<file path="src/hdl/tets_pkg.sv">
package tets_pkg;

    localparam logic [7:0] BYTE_NL  = 8'h0A;
    localparam logic [7:0] BYTE_SP  = 8'h20;
    localparam logic [7:0] BYTE_TAB = 8'h09;

    // Tab stops fall on every fourth column.
    localparam logic [2:0] TAB_STOP = 3'd4;

    localparam int SPACE_COUNT_BITS = 16;

    typedef enum logic [1:0] {
        K_NEWLINE,
        K_SPACE,
        K_TAB,
        K_OTHER
    } t_kind;

    // One classified byte, as handed from the front end to the back end.
    typedef struct packed {
        t_kind      kind;
        logic [2:0] inc;
        logic [7:0] data;
        logic       eof;
    } t_cmd;

    typedef struct packed {
        logic [SPACE_COUNT_BITS-1:0] space_count;
        logic [7:0]                  out_byte;
        logic                        byte_present;
        logic                        stream_end;
        logic                        run_overflow;
    } t_result;

endpackage

</file>
<file path="src/hdl/tets_ifs.sv">
interface tets_in_if;
    logic       valid;
    logic       ready;
    logic [7:0] in_byte;
    logic       end_of_file;

    modport source (output valid, output in_byte, output end_of_file, input ready);
    modport sink   (input valid, input in_byte, input end_of_file, output ready);
endinterface

interface tets_out_if;
    logic        valid;
    logic        ready;
    logic [15:0] space_count;
    logic [7:0]  out_byte;
    logic        byte_present;
    logic        stream_end;
    logic        run_overflow;

    modport source (output valid, output space_count, output out_byte,
                    output byte_present, output stream_end, output run_overflow,
                    input ready);
    modport sink   (input valid, input space_count, input out_byte,
                    input byte_present, input stream_end, input run_overflow,
                    output ready);
endinterface

</file>
<file path="src/hdl/tets_front.sv">
module tets_front (
    input  logic           i_clk,
    input  logic           i_rst_n,
    tets_in_if.sink        i_in,
    input  logic           i_q_full,
    output logic           o_push,
    output tets_pkg::t_cmd o_cmd
);

    logic [1:0]      r_phase;
    logic [1:0]      n_phase;
    tets_pkg::t_kind kind;

    assign i_in.ready = !i_q_full;
    assign o_push     = i_in.valid && !i_q_full;

    always_comb begin
        priority if (i_in.in_byte == tets_pkg::BYTE_NL) begin
            kind = tets_pkg::K_NEWLINE;
        end else if (i_in.in_byte == tets_pkg::BYTE_SP) begin
            kind = tets_pkg::K_SPACE;
        end else if (i_in.in_byte == tets_pkg::BYTE_TAB) begin
            kind = tets_pkg::K_TAB;
        end else begin
            kind = tets_pkg::K_OTHER;
        end
    end

    // The column only depends on the bytes seen, so it is tracked here and the
    // tab width travels with the transaction.
    always_comb begin
        o_cmd.kind = kind;
        o_cmd.data = i_in.in_byte;
        o_cmd.eof  = i_in.end_of_file;
        o_cmd.inc  = 3'd1;
        n_phase    = r_phase + 2'd1;
        unique case (kind)
            tets_pkg::K_NEWLINE: begin
                n_phase = 2'd0;
            end
            tets_pkg::K_TAB: begin
                o_cmd.inc = tets_pkg::TAB_STOP - {1'b0, r_phase};
                n_phase   = 2'd0;
            end
            default: begin
            end
        endcase
        if (i_in.end_of_file) begin
            n_phase = 2'd0;
        end
    end

    always_ff @(posedge i_clk) begin
        if (!i_rst_n) begin
            r_phase <= 2'd0;
        end else if (o_push) begin
            r_phase <= n_phase;
        end
    end

endmodule

</file>
<file path="src/hdl/tets_queue.sv">
module tets_queue (
    input  logic           i_clk,
    input  logic           i_rst_n,
    input  logic           i_push,
    input  tets_pkg::t_cmd i_cmd,
    input  logic           i_pop,
    output logic           o_full,
    output logic           o_valid,
    output tets_pkg::t_cmd o_cmd
);

    tets_pkg::t_cmd r_mem [2];
    logic           r_wr_ptr;
    logic           r_rd_ptr;
    logic [1:0]     r_count;

    assign o_full  = (r_count == 2'd2);
    assign o_valid = (r_count != 2'd0);
    assign o_cmd   = r_mem[r_rd_ptr];

    always_ff @(posedge i_clk) begin
        if (i_push) begin
            r_mem[r_wr_ptr] <= i_cmd;
        end
    end

    always_ff @(posedge i_clk) begin
        if (!i_rst_n) begin
            r_wr_ptr <= 1'b0;
            r_rd_ptr <= 1'b0;
            r_count  <= 2'd0;
        end else begin
            if (i_push) begin
                r_wr_ptr <= !r_wr_ptr;
            end
            if (i_pop) begin
                r_rd_ptr <= !r_rd_ptr;
            end
            r_count <= r_count + 2'(i_push) - 2'(i_pop);
        end
    end

    a_count_range: assert property (@(posedge i_clk) disable iff (!i_rst_n)
        r_count != 2'd3)
        else $error("queue count out of range");

    a_no_push_full: assert property (@(posedge i_clk) disable iff (!i_rst_n)
        o_full |-> !i_push)
        else $error("push into full queue");

    a_no_pop_empty: assert property (@(posedge i_clk) disable iff (!i_rst_n)
        !o_valid |-> !i_pop)
        else $error("pop from empty queue");

endmodule

</file>
<file path="src/hdl/tets_back.sv">
module tets_back #(
    parameter int RUN_BITS = 16
) (
    input  logic           i_clk,
    input  logic           i_rst_n,
    input  logic           i_q_valid,
    input  tets_pkg::t_cmd i_cmd,
    output logic           o_pop,
    tets_out_if.source     o_out
);

    localparam int PEND_BITS = (RUN_BITS < tets_pkg::SPACE_COUNT_BITS) ?
                               RUN_BITS : tets_pkg::SPACE_COUNT_BITS;
    localparam logic [PEND_BITS-1:0] RUN_LIMIT = {PEND_BITS{1'b1}};

    logic [PEND_BITS-1:0] r_pend;
    logic [PEND_BITS-1:0] n_pend;
    logic                 r_changed;
    logic                 n_changed;
    logic                 r_ovf;
    logic                 n_ovf;
    logic                 r_valid;
    tets_pkg::t_result    r_res;
    tets_pkg::t_result    n_res;
    logic                 produces;
    logic                 can_load;
    logic [PEND_BITS:0]   sum;

    assign can_load = !r_valid || o_out.ready;
    // A space or tab in mid-file yields nothing and can drain even while stalled.
    assign o_pop    = i_q_valid && (can_load || !produces);
    assign sum      = {1'b0, r_pend} + (PEND_BITS+1)'(i_cmd.inc);

    always_comb begin
        n_pend    = r_pend;
        n_changed = r_changed;
        n_ovf     = r_ovf;
        produces  = 1'b1;
        n_res     = '0;
        unique case (i_cmd.kind)
            tets_pkg::K_NEWLINE: begin
                if (r_pend != '0) begin
                    n_changed = 1'b1;
                end
                n_pend             = '0;
                n_res.out_byte     = tets_pkg::BYTE_NL;
                n_res.byte_present = 1'b1;
            end
            tets_pkg::K_SPACE, tets_pkg::K_TAB: begin
                produces = i_cmd.eof;
                if (sum[PEND_BITS]) begin
                    n_pend = RUN_LIMIT;
                    n_ovf  = 1'b1;
                end else begin
                    n_pend = sum[PEND_BITS-1:0];
                end
                if (i_cmd.kind == tets_pkg::K_TAB) begin
                    n_changed = 1'b1;
                end
                // A run left at end of file becomes a newline once the file changed.
                if (n_changed) begin
                    n_res.out_byte     = tets_pkg::BYTE_NL;
                    n_res.byte_present = 1'b1;
                end else begin
                    n_res.space_count = tets_pkg::SPACE_COUNT_BITS'(n_pend);
                end
            end
            tets_pkg::K_OTHER: begin
                n_res.space_count  = tets_pkg::SPACE_COUNT_BITS'(r_pend);
                n_res.out_byte     = i_cmd.data;
                n_res.byte_present = 1'b1;
                n_pend             = '0;
            end
            default: begin
            end
        endcase
        n_res.stream_end   = i_cmd.eof;
        n_res.run_overflow = n_ovf;
    end

    always_ff @(posedge i_clk) begin
        if (!i_rst_n) begin
            r_pend    <= '0;
            r_changed <= 1'b0;
            r_ovf     <= 1'b0;
        end else if (o_pop) begin
            if (i_cmd.eof) begin
                r_pend    <= '0;
                r_changed <= 1'b0;
                r_ovf     <= 1'b0;
            end else begin
                r_pend    <= n_pend;
                r_changed <= n_changed;
                r_ovf     <= n_ovf;
            end
        end
    end

    always_ff @(posedge i_clk) begin
        if (!i_rst_n) begin
            r_valid <= 1'b0;
        end else if (can_load) begin
            r_valid <= o_pop && produces;
        end
    end

    always_ff @(posedge i_clk) begin
        if (can_load && o_pop && produces) begin
            r_res <= n_res;
        end
    end

    assign o_out.valid        = r_valid;
    assign o_out.space_count  = r_res.space_count;
    assign o_out.out_byte     = r_res.out_byte;
    assign o_out.byte_present = r_res.byte_present;
    assign o_out.stream_end   = r_res.stream_end;
    assign o_out.run_overflow = r_res.run_overflow;

    a_eof_clears: assert property (@(posedge i_clk) disable iff (!i_rst_n)
        (o_pop && i_cmd.eof) |=> (r_pend == '0 && !r_changed && !r_ovf))
        else $error("file state not cleared after end of file");

    a_spaces_only_end: assert property (@(posedge i_clk) disable iff (!i_rst_n)
        (r_valid && !r_res.byte_present) |-> (r_res.out_byte == '0 && r_res.stream_end))
        else $error("spaces-only result outside end of file");

    a_newline_no_run: assert property (@(posedge i_clk) disable iff (!i_rst_n)
        (r_valid && r_res.byte_present && r_res.out_byte == tets_pkg::BYTE_NL)
        |-> (r_res.space_count == '0))
        else $error("newline carries a space run");

    a_no_silent_drop: assert property (@(posedge i_clk) disable iff (!i_rst_n)
        (o_pop && produces) |-> can_load)
        else $error("result consumed while output register busy");

endmodule

</file>
<file path="src/hdl/tab_expand_trailing_space_strip_top.sv">
// An accepted transaction is written into the queue and then into the output register,
// which holds its result until the output side is ready.
// Throughput: one byte per cycle while the output is ready; during output stalls the
// two-entry queue fills and holds input back; mid-file spaces and tabs still drain.
// Reset (synchronous, active low) empties the queue and output register and clears the
// column phase, pending run, changed flag and overflow flag.
module tab_expand_trailing_space_strip_top #(
    parameter int RUN_BITS = 16
) (
    input  logic       i_clk,
    input  logic       i_rst_n,
    tets_in_if.sink    i_in,
    tets_out_if.source o_out
);

    logic           push;
    logic           pop;
    logic           q_full;
    logic           q_valid;
    tets_pkg::t_cmd front_cmd;
    tets_pkg::t_cmd q_cmd;

    tets_front u_front (
        .i_clk    (i_clk),
        .i_rst_n  (i_rst_n),
        .i_in     (i_in),
        .i_q_full (q_full),
        .o_push   (push),
        .o_cmd    (front_cmd)
    );

    tets_queue u_queue (
        .i_clk   (i_clk),
        .i_rst_n (i_rst_n),
        .i_push  (push),
        .i_cmd   (front_cmd),
        .i_pop   (pop),
        .o_full  (q_full),
        .o_valid (q_valid),
        .o_cmd   (q_cmd)
    );

    tets_back #(
        .RUN_BITS (RUN_BITS)
    ) u_back (
        .i_clk     (i_clk),
        .i_rst_n   (i_rst_n),
        .i_q_valid (q_valid),
        .i_cmd     (q_cmd),
        .o_pop     (pop),
        .o_out     (o_out)
    );

endmodule

</file>
<file path="src/flat_wrapper.sv">
// flat-port wrapper written by rule: the top's interface ports become plain ports
module tab_expand_trailing_space_strip_top_flat 
#(
    parameter int RUN_BITS = 16
)
  (i_clk, i_rst_n, i_in_valid, i_in_in_byte, i_in_end_of_file, i_in_ready, o_out_valid, o_out_space_count, o_out_out_byte, o_out_byte_present, o_out_stream_end, o_out_run_overflow, o_out_ready);
  tets_in_if i_in_i ();
  tets_out_if o_out_i ();
  input  logic i_clk;
  input  logic i_rst_n;
  input wire logic [$bits(i_in_i.valid)-1:0] i_in_valid;
  input wire logic [$bits(i_in_i.in_byte)-1:0] i_in_in_byte;
  input wire logic [$bits(i_in_i.end_of_file)-1:0] i_in_end_of_file;
  output wire logic [$bits(i_in_i.ready)-1:0] i_in_ready;
  output wire logic [$bits(o_out_i.valid)-1:0] o_out_valid;
  output wire logic [$bits(o_out_i.space_count)-1:0] o_out_space_count;
  output wire logic [$bits(o_out_i.out_byte)-1:0] o_out_out_byte;
  output wire logic [$bits(o_out_i.byte_present)-1:0] o_out_byte_present;
  output wire logic [$bits(o_out_i.stream_end)-1:0] o_out_stream_end;
  output wire logic [$bits(o_out_i.run_overflow)-1:0] o_out_run_overflow;
  input wire logic [$bits(o_out_i.ready)-1:0] o_out_ready;
  assign i_in_i.valid = i_in_valid;
  assign i_in_i.in_byte = i_in_in_byte;
  assign i_in_i.end_of_file = i_in_end_of_file;
  assign i_in_ready = i_in_i.ready;
  assign o_out_valid = o_out_i.valid;
  assign o_out_space_count = o_out_i.space_count;
  assign o_out_out_byte = o_out_i.out_byte;
  assign o_out_byte_present = o_out_i.byte_present;
  assign o_out_stream_end = o_out_i.stream_end;
  assign o_out_run_overflow = o_out_i.run_overflow;
  assign o_out_i.ready = o_out_ready;
  tab_expand_trailing_space_strip_top #(.RUN_BITS(RUN_BITS)) u_core (.i_clk(i_clk), .i_rst_n(i_rst_n), .i_in(i_in_i), .o_out(o_out_i));
endmodule
</file>
<file path="config.mk">
export PLATFORM = sky130hd
export DESIGN_NAME = tab_expand_trailing_space_strip_top_flat
export DESIGN_NICKNAME = d
export VERILOG_FILES = /design/src/hdl/tets_pkg.sv /design/src/hdl/tets_ifs.sv /design/src/hdl/tets_front.sv /design/src/hdl/tets_queue.sv /design/src/hdl/tets_back.sv /design/src/hdl/tab_expand_trailing_space_strip_top.sv /design/src/flat_wrapper.sv
export SDC_FILE = /design/constraint.sdc
export NUM_CORES = 1
export LEC_CHECK = 0
export ABC_CLOCK_PERIOD_IN_PS = 4570
export BUFFER_PORTS_ARGS = -buffer_cell sky130_fd_sc_hd__buf_4
export CAP_MARGIN = 20
export CORE_AREA = 2 2 120 122
export CTS_CLUSTER_SIZE = 40
export DETAILED_ROUTE_END_ITERATION = 10
export DIE_AREA = 0 0 122 124
export GPL_TIMING_DRIVEN = 0
export PLACE_DENSITY_LB_ADDON = 0.05
export SYNTH_ARGS = -nofsm -noshare
export SYNTH_HDL_FRONTEND = slang
export SYNTH_SLANG_ARGS = --single-unit
</file>
<file path="constraint.sdc">
create_clock -name i_clk -period 4.57 [get_ports i_clk]
set_clock_uncertainty 0.05 [all_clocks]
set_input_delay 0.914 -clock i_clk [delete_from_list [all_inputs] [get_ports i_clk]]
set_output_delay 0.914 -clock i_clk [all_outputs]
set_load 0.005 [all_outputs]
</file>
==> flow_summary.json, run 1 <==
{
  "cts_tree": "done",
  "yosysTopAreaCellShare_pct": 40.7,
  "synthAdderAreaFrac_pct": 3.58,
  "die_x_um": 122,
  "status": "complete, no violations",
  "cap_viol_max_count": 0,
  "routed_via_density": 5.03,
  "hold_path.class": "reg -> reg",
  "synthArstFlopShare_pct": 0,
  "initial_core_util_pct": 29.6,
  "dieArea_um2": 15100,
  "clock_sinks": 81,
  "place.gp.congestion": 0.848,
  "slowest_stage": "a2bb2oi_2",
  "slew_headroom_pct": 29.5,
  "coreArea_um2": 13700,
  "synth_fp_nets": 383,
  "drtIter0Drc": 238,
  "place_hpwl_um": 7700,
  "tightest_slew_ps": 1040,
  "rrSetupSlack_ps": 840,
  "final_hold_viol_count": 0,
  "ys_top_cells_by_area": "edfxtp_1 41%, dfxtp_1 13%, ha_1 3.1%",
  "dpl.cell_count": 582,
  "drtPass1Iterations": 5,
  "post_cts_buffers": 0,
  "area_growth_pct": 21.9,
  "ir_drop_mv": 0.198,
  "p_total_uw": 2820,
  "p_leak_uw": 0.00179,
  "nNetsFinal": 437,
  "slowest_delay_ps": 520,
  "worstHoldStart": "u_core.u_front.r_phase[1]",
  "yosys_warnings": 0,
  "synth_cell_types": 70,
  "synthMuxAreaShare_pct": 3.92,
  "power_density_nw_per_um2": 570,
  "cp.arrival_ps": 3890,
  "port_buffers": 41,
  "worstPathCellList": "buf_6 -> buf_2 -> mux2i_1 -> ha_1 -> buf_4 -> o21a_1 -> a2bb2oi_2 -> inv_1 -> ha_1 -> inv_1 -> ha_1 -> xor2_1 -> xnor2_1 -> nor2_1",
  "grt_pass1_wl_um": 16900,
  "regToRegEndpoint": "u_core.u_queue.r_count[1]",
  "ys.flop_type": "edfxtp_1",
  "htreeDepth": 3,
  "cp_top_family": "buffers and inverters",
  "final_cells": 598,
  "path_clk_slew_ps": 60,
  "die_height_um": 124,
  "setup_viol": 0,
  "worstPathMaxFanout": 10,
  "final_cell_area_um2": 4950,
  "holdBufCountCts": 0,
  "rsz0062_at_grt": "no",
  "drc_errors": 0,
  "slew_viol_final": 0,
  "crit_cells": 14,
  "finalSetupTns_ps": 0,
  "r2r_cells": 14,
  "synth-compound-area-share_pct": 17.0,
  "required_ps": 4730,
  "drive_gt1_share_pct": 23.2,
  "endpoint_kind": "flop",
  "seq_area_frac_synth_pct": 53.5,
  "critPathLaunchType": "flop",
  "vias": 3010,
  "ant_nets": 0,
  "synth_edf_count": 55,
  "crit_top_cell": "ha_1",
  "root_buffer": "clkbuf_16",
  "fmax_mhz": 268,
  "yosysTopAreaCell": "edfxtp_1",
  "synth_top_family_by_area": "compound AO/OA/AOI/OAI gates",
  "synth_seq_cells": 81,
  "antenna_found_initial": 0,
  "finalCritPeriodShare_pct": 81.7,
  "synth-xor-area-share_pct": 1.30,
  "cts-buffers-inserted": 9,
  "track_usage_pct": 15.3,
  "grt_pass1_vias": 2940,
  "crit_path_end": "u_core.u_queue.r_count[1]",
  "syn-mean-instance-area_um2": 11.3,
  "netlist_top_cells_count": "55 x edfxtp_1, 26 x dfxtp_1, 24 x nand2_1",
  "grt_overflow_total": 0,
  "io_pins": 42,
  "crit_type": "reg -> reg",
  "clkLatencyLatePin_ps": 340,
  "fin_crit_ps": 3730,
  "diodes": 0,
  "rows": 43,
  "wl_per_cell_um": 17.8,
  "netlist_area_um2": 4060,
  "clockBufferDepth": 2,
  "syn-instance-count": 359,
  "path_buf_inv": 5,
  "post_cts_resize_count": 0,
  "finalWirelength_um": 10700,
  "grt_max_degree": 23,
  "synth.most_common_cell": "edfxtp_1",
  "placed_area_um2": 4630,
  "synthSimpleGateAreaFrac_pct": 15.9
}
through the flow:
step | worst slack, ps | utilization [%] | hold WS [ps]
6_report | 836 | 36.1 | 401
5_1_grt | 542 | 36.1 | 417
4_1_cts | 777 | 36.1 | 402
3_5_place_dp | 785 | 33.8 | 393
3_3_place_gp | 21.9 | 33.5 | 396
2_1_floorplan | 1300 | - | 382
layer usage:
layer	up-vias	share of wire, %	track usage (%)
met3	4	6.4	2.56
met1	1439	45	20.9
met2	79	48	23.7
met5	-	0	0
li1	1488	-	-
met4	0	0.64	6.97
worst min-delay path, cell delays in order (launching register included):
cell,delay [ps]
dfxtp_1,310
nand2_1,50
a21oi_1,50
layout by cell type, fill, tap and decap left out, types with 6 or more instances in the layout:
cell type and count:
edfxtp_1 55, buf_4 47, dfxtp_1 26, nand2_1 24, nor2_1 21, o21ai_0 20
a21oi_1 18, inv_1 17, nand3_1 12, ha_1 10, clkbuf_16 9, mux2i_1 8
or3_1 8, nor4_1 7, a211oi_1 6, nor3_1 6, a22o_1 6, o22ai_1 6
registers in the layout, indices dropped and copies added (netlist names), 2 cells and up, named ones only:
name and count:
u_core.u_back.o_out.space_count 16, u_core.u_queue.r_mem 28, u_core.u_back.r_pend 16, u_core.u_front.r_phase 2, u_core.u_back.o_out.out_byte 8, u_core.u_queue.r_count 2
logic make-up (layout without fill, tap and decap cells):
| family | after synthesis | in the layout |
|---|---|---|
| simple gates | 111 | 111 |
| buf+inv | 36 | 95 |
| mux | 14 | 14 |
| compound gates | 100 | 100 |
| xor+xnor | 6 | 6 |
| flops | 81 | 81 |
| fa+ha+maj | 11 | 11 |
how the worst min path moves through the flow:
| stage | cells past startpoint | slack (ps) | to |
|---|---|---|---|
| after floorplan | 2 | 380 | u_core.u_front.r_phase[1] |
| after global placement | 2 | 400 | u_core.u_front.r_phase[0] |
| after detailed placement | 2 | 390 | u_core.u_front.r_phase[1] |
| after CTS | 2 | 400 | u_core.u_front.r_phase[1] |
| after global routing | 2 | 420 | u_core.u_front.r_phase[1] |
| final | 2 | 400 | u_core.u_front.r_phase[1] |
where the power goes:
| part | total, µW | switching, µW | internal (µW) |
|---|---|---|---|
| combinational | 991 | 597 | 394 |
| clock | 770 | 291 | 479 |
| sequential | 1060 | 57.0 | 1000 |
| total | 2820 | 945 | 1870 |
cell type report:
cell class                 instances  area, µm²
buffer                            18        126
clock buffer                      11        233
clock inverter                     5       81.3
fill                            1390       8770
inverter                          18       67.6
multi-input combinational        242       1700
sequential                        81       2170
tap                              180        225
timing repair buffer              43        339
Power figures use the tool's default switching activity.
==> run 2, diff against run 1 <==
ABC_AREA = 1   (was default)
ABC_CLOCK_PERIOD_IN_PS = 3700   (was 4570)
CORE_AREA = 2 2 117 119   (was 2 2 120 122)
DIE_AREA = 0 0 119 121   (was 0 0 122 124)
clock period = 3.7 ns   (was 4.57 ns; I/O delays follow)
==> run 2 against run 1 <==
Effect of this change:
- global-route usage down 1.3 points
- routed wire length shrank 14%
- clock-buffer cell count down 2
- final area fell by 2.9%
- synthesized cell count up 22%
- worst setup slack got worse by 180 ps
- maximum frequency up 23%
- first-iteration DRC count fell by 44%
- total power rose by 22%
- flip-flop and latch count unchanged
- critical endpoint is now u_core.u_back.o_out.space_count[5]
- largest power group unchanged
- highest routed layer unchanged
==> flow_summary.json, run 2 <==
{
  "ant_nets": 0,
  "ys_top_cells_by_area": "edfxtp_1 43%, dfxtp_1 13%, nand2_1 11%",
  "nNetsFinal": 517,
  "dieArea_um2": 14400,
  "drive_gt1_share_pct": 16.5,
  "netlist_top_cells_count": "113 x nand2_1, 55 x edfxtp_1, 55 x inv_1",
  "routed_via_density": 4.45,
  "cts_tree": "done",
  "power_frac_comb_pct": 31.1,
  "grt_pass1_wl_um": 15200,
  "track_usage_pct": 14.0,
  "rrSetupSlack_ps": 660,
  "root_buffer": "clkbuf_16",
  "synth-xor-area-share_pct": 0.226,
  "synth_fp_nets": 462,
  "clock_sinks": 81,
  "seq_area_um2": 2170,
  "path_clk_slew_ps": 70,
  "multi_input_area_um2": 1430,
  "synthMuxAreaShare_pct": 0,
  "vias": 3002,
  "place_hpwl_um": 6780,
  "nFillCells": 1334,
  "synthSimpleGateAreaFrac_pct": 24.4,
  "required_ps": 3700,
  "syn-mean-instance-area_um2": 8.85,
  "synth_top_family_by_area": "simple AND/OR/NAND/NOR gates",
  "whs_path_depth": 1,
  "yosysTopAreaCell": "edfxtp_1",
  "clkLatencyLatePin_ps": 350,
  "crit_type": "reg -> reg",
  "hold_path.class": "reg -> reg",
  "place.gp.congestion": 0.785,
  "switching_share_pct": 32.6,
  "p_sw_uw": 1120,
  "critPathLaunchType": "flop",
  "worstPathMaxFanout": 10,
  "rows": 42,
  "syn-instance-count": 438,
  "ys.flop_type": "edfxtp_1",
  "synthAdderAreaFrac_pct": 3.74,
  "drc_errors": 0,
  "die_x_um": 119,
  "cap_viol_max_count": 0,
  "slew_headroom_pct": 37.7,
  "intPower_uw": 2330,
  "post_cts_buffers": 0,
  "io_pins": 42,
  "pwr-share-clk_pct": 30.4,
  "slew_viol_final": 0,
  "fmax_mhz": 329,
  "yosysTopAreaCellShare_pct": 42.6,
  "cp.arrival_ps": 3040,
  "synth.most_common_cell": "nand2_1",
  "antenna_found_initial": 0,
  "synth_edf_count": 55,
  "fin_crit_ps": 3040,
  "finalWirelength_um": 9150,
  "synth-compound-area-share_pct": 8.59,
  "post_cts_resize_count": 0,
  "clockBufferDepth": 2,
  "largest_register_ffs": 28,
  "die_height_um": 121,
  "grt_overflow_total": 0,
  "initial_core_util_pct": 29.6,
  "endpoint_kind": "flop",
  "grt_pass1_vias": 2857,
  "finalSetupTns_ps": 0,
  "grt_max_degree": 17,
  "worstHoldStart": "u_core.u_queue.r_rd_ptr",
  "dpl.cell_count": 658,
  "tightest_slew_ps": 931,
  "final_cells": 674,
  "final_cell_mix": "113 x nand2_1, 55 x inv_1, 55 x edfxtp_1",
  "final_common_cell": "nand2_1",
  "coreArea_um2": 13100,
  "synth_cell_types": 30,
  "port_buffers": 41,
  "status": "complete, no violations",
  "drtPass1Iterations": 4,
  "final_hold_viol_count": 0,
  "diodes": 0,
  "power_density_nw_per_um2": 719,
  "area_growth_pct": 23.9,
  "wl_per_cell_um": 13.6,
  "p_leak_uw": 0.00203,
  "netlist_area_um2": 3880,
  "r2r_cells": 15,
  "setup_viol": 0,
  "synth_seq_cells": 81,
  "cts-buffers-inserted": 9,
  "rsz0062_at_grt": "no",
  "ir_drop_mv": 0.233,
  "regToRegEndpoint": "u_core.u_back.o_out.space_count[5]",
  "regMostFlops": "u_core.u_queue.r_mem",
  "yosys_warnings": 0,
  "seq_area_frac_synth_pct": 56.0,
  "finalCritPeriodShare_pct": 82.2,
  "pwr-share-seq_pct": 38.5,
  "holdBufCountCts": 0,
  "htreeDepth": 3,
  "synthArstFlopShare_pct": 0,
  "drtIter0Drc": 133
}
## run 2: cell count changes in the layout (fill, tap and decap cells not counted), sizes merged, moves of 6 or more
cell,delta
inv,+43
nand2,+89
nor2,+34
buf,-12
a211oi,-6
nand3,+20
o22ai,-7
nor4,-8
o21ai,+12
mux2i,-9
or3,-8
## run 2: how the worst max path moves through the flow
| stage | end | from | slack (ps) | cells after the start |
|---|---|---|---|---|
| 2_1_floorplan | u_core.u_back.o_out.space_count[0] | flop | 1280 | 14 |
| 3_3_place_gp | u_core.u_back.o_out.space_count[5] | flop | 600 | 15 |
| 3_5_place_dp | u_core.u_back.o_out.space_count[5] | flop | 620 | 15 |
| 4_1_cts | u_core.u_back.o_out.space_count[5] | flop | 610 | 15 |
| 5_1_grt | u_core.u_back.o_out.space_count[5] | flop | 450 | 15 |
| 6_report | u_core.u_back.o_out.space_count[5] | flop | 660 | 15 |
## run 2: power groups by stage
stage,sequential (µW),combinational (µW),clock [µW]
floorplan,1360,543,0
global placement,1360,1050,0
detailed placement,1350,1100,0
CTS,1330,1110,1080
global route,1350,1230,1110
finish,1330,1070,1050
## run 2: stage by stage
step	total power [µW]	hold slack, ps	setup slack, ps	utilization (%)	area [µm²]
floorplan	1900	375	1280	-	3880
global placement	2400	384	598	33.7	4400
detailed placement	2450	396	621	34.0	4450
CTS	3520	407	612	36.7	4800
global route	3690	427	451	36.7	4800
finish	3450	407	658	36.7	4800
## run 2: metal layers
metal / wire, µm / global-route usage [%] / up-vias
met5: 0 / 0 / -
met4: 241 / 7.51 / 0
met3: 372 / 2.63 / 14
met2: 4190 / 21.8 / 58
met1: 4350 / 18.4 / 1370
li1: - / - / 1560
## run 2: critical path, cell delays in order, from the launching register on
cell	delay [ps]
dfxtp_1	420
inv_2	80
clkbuf_1	270
nand2_1	130
nand2_1	80
ha_1	210
fa_1	380
nand2_1	100
nand2_1	160
nand3_2	170
inv_2	80
nand3_4	110
buf_6	200
nand3_2	90
nand2_1	60
o21ai_0	160
## run 2: cell families after synthesis
logic type	Yosys count
AOI/OAI and AO/OA	63
xor gates and xnor gates	1
adders and majority gates	11
buffers and inverters	68
DFF	81
and+or+nand+nor	214
## run 2: layout make-up
cell class | count | share of cell area, %
clock inverter | 7 | 2.61
clock buffer | 9 | 4.69
inverter | 59 | 4.61
tap | 176 | 4.59
multi-input combinational | 289 | 29.9
timing repair buffer | 44 | 7.38
buffer | 9 | 1.02
sequential | 81 | 45.2
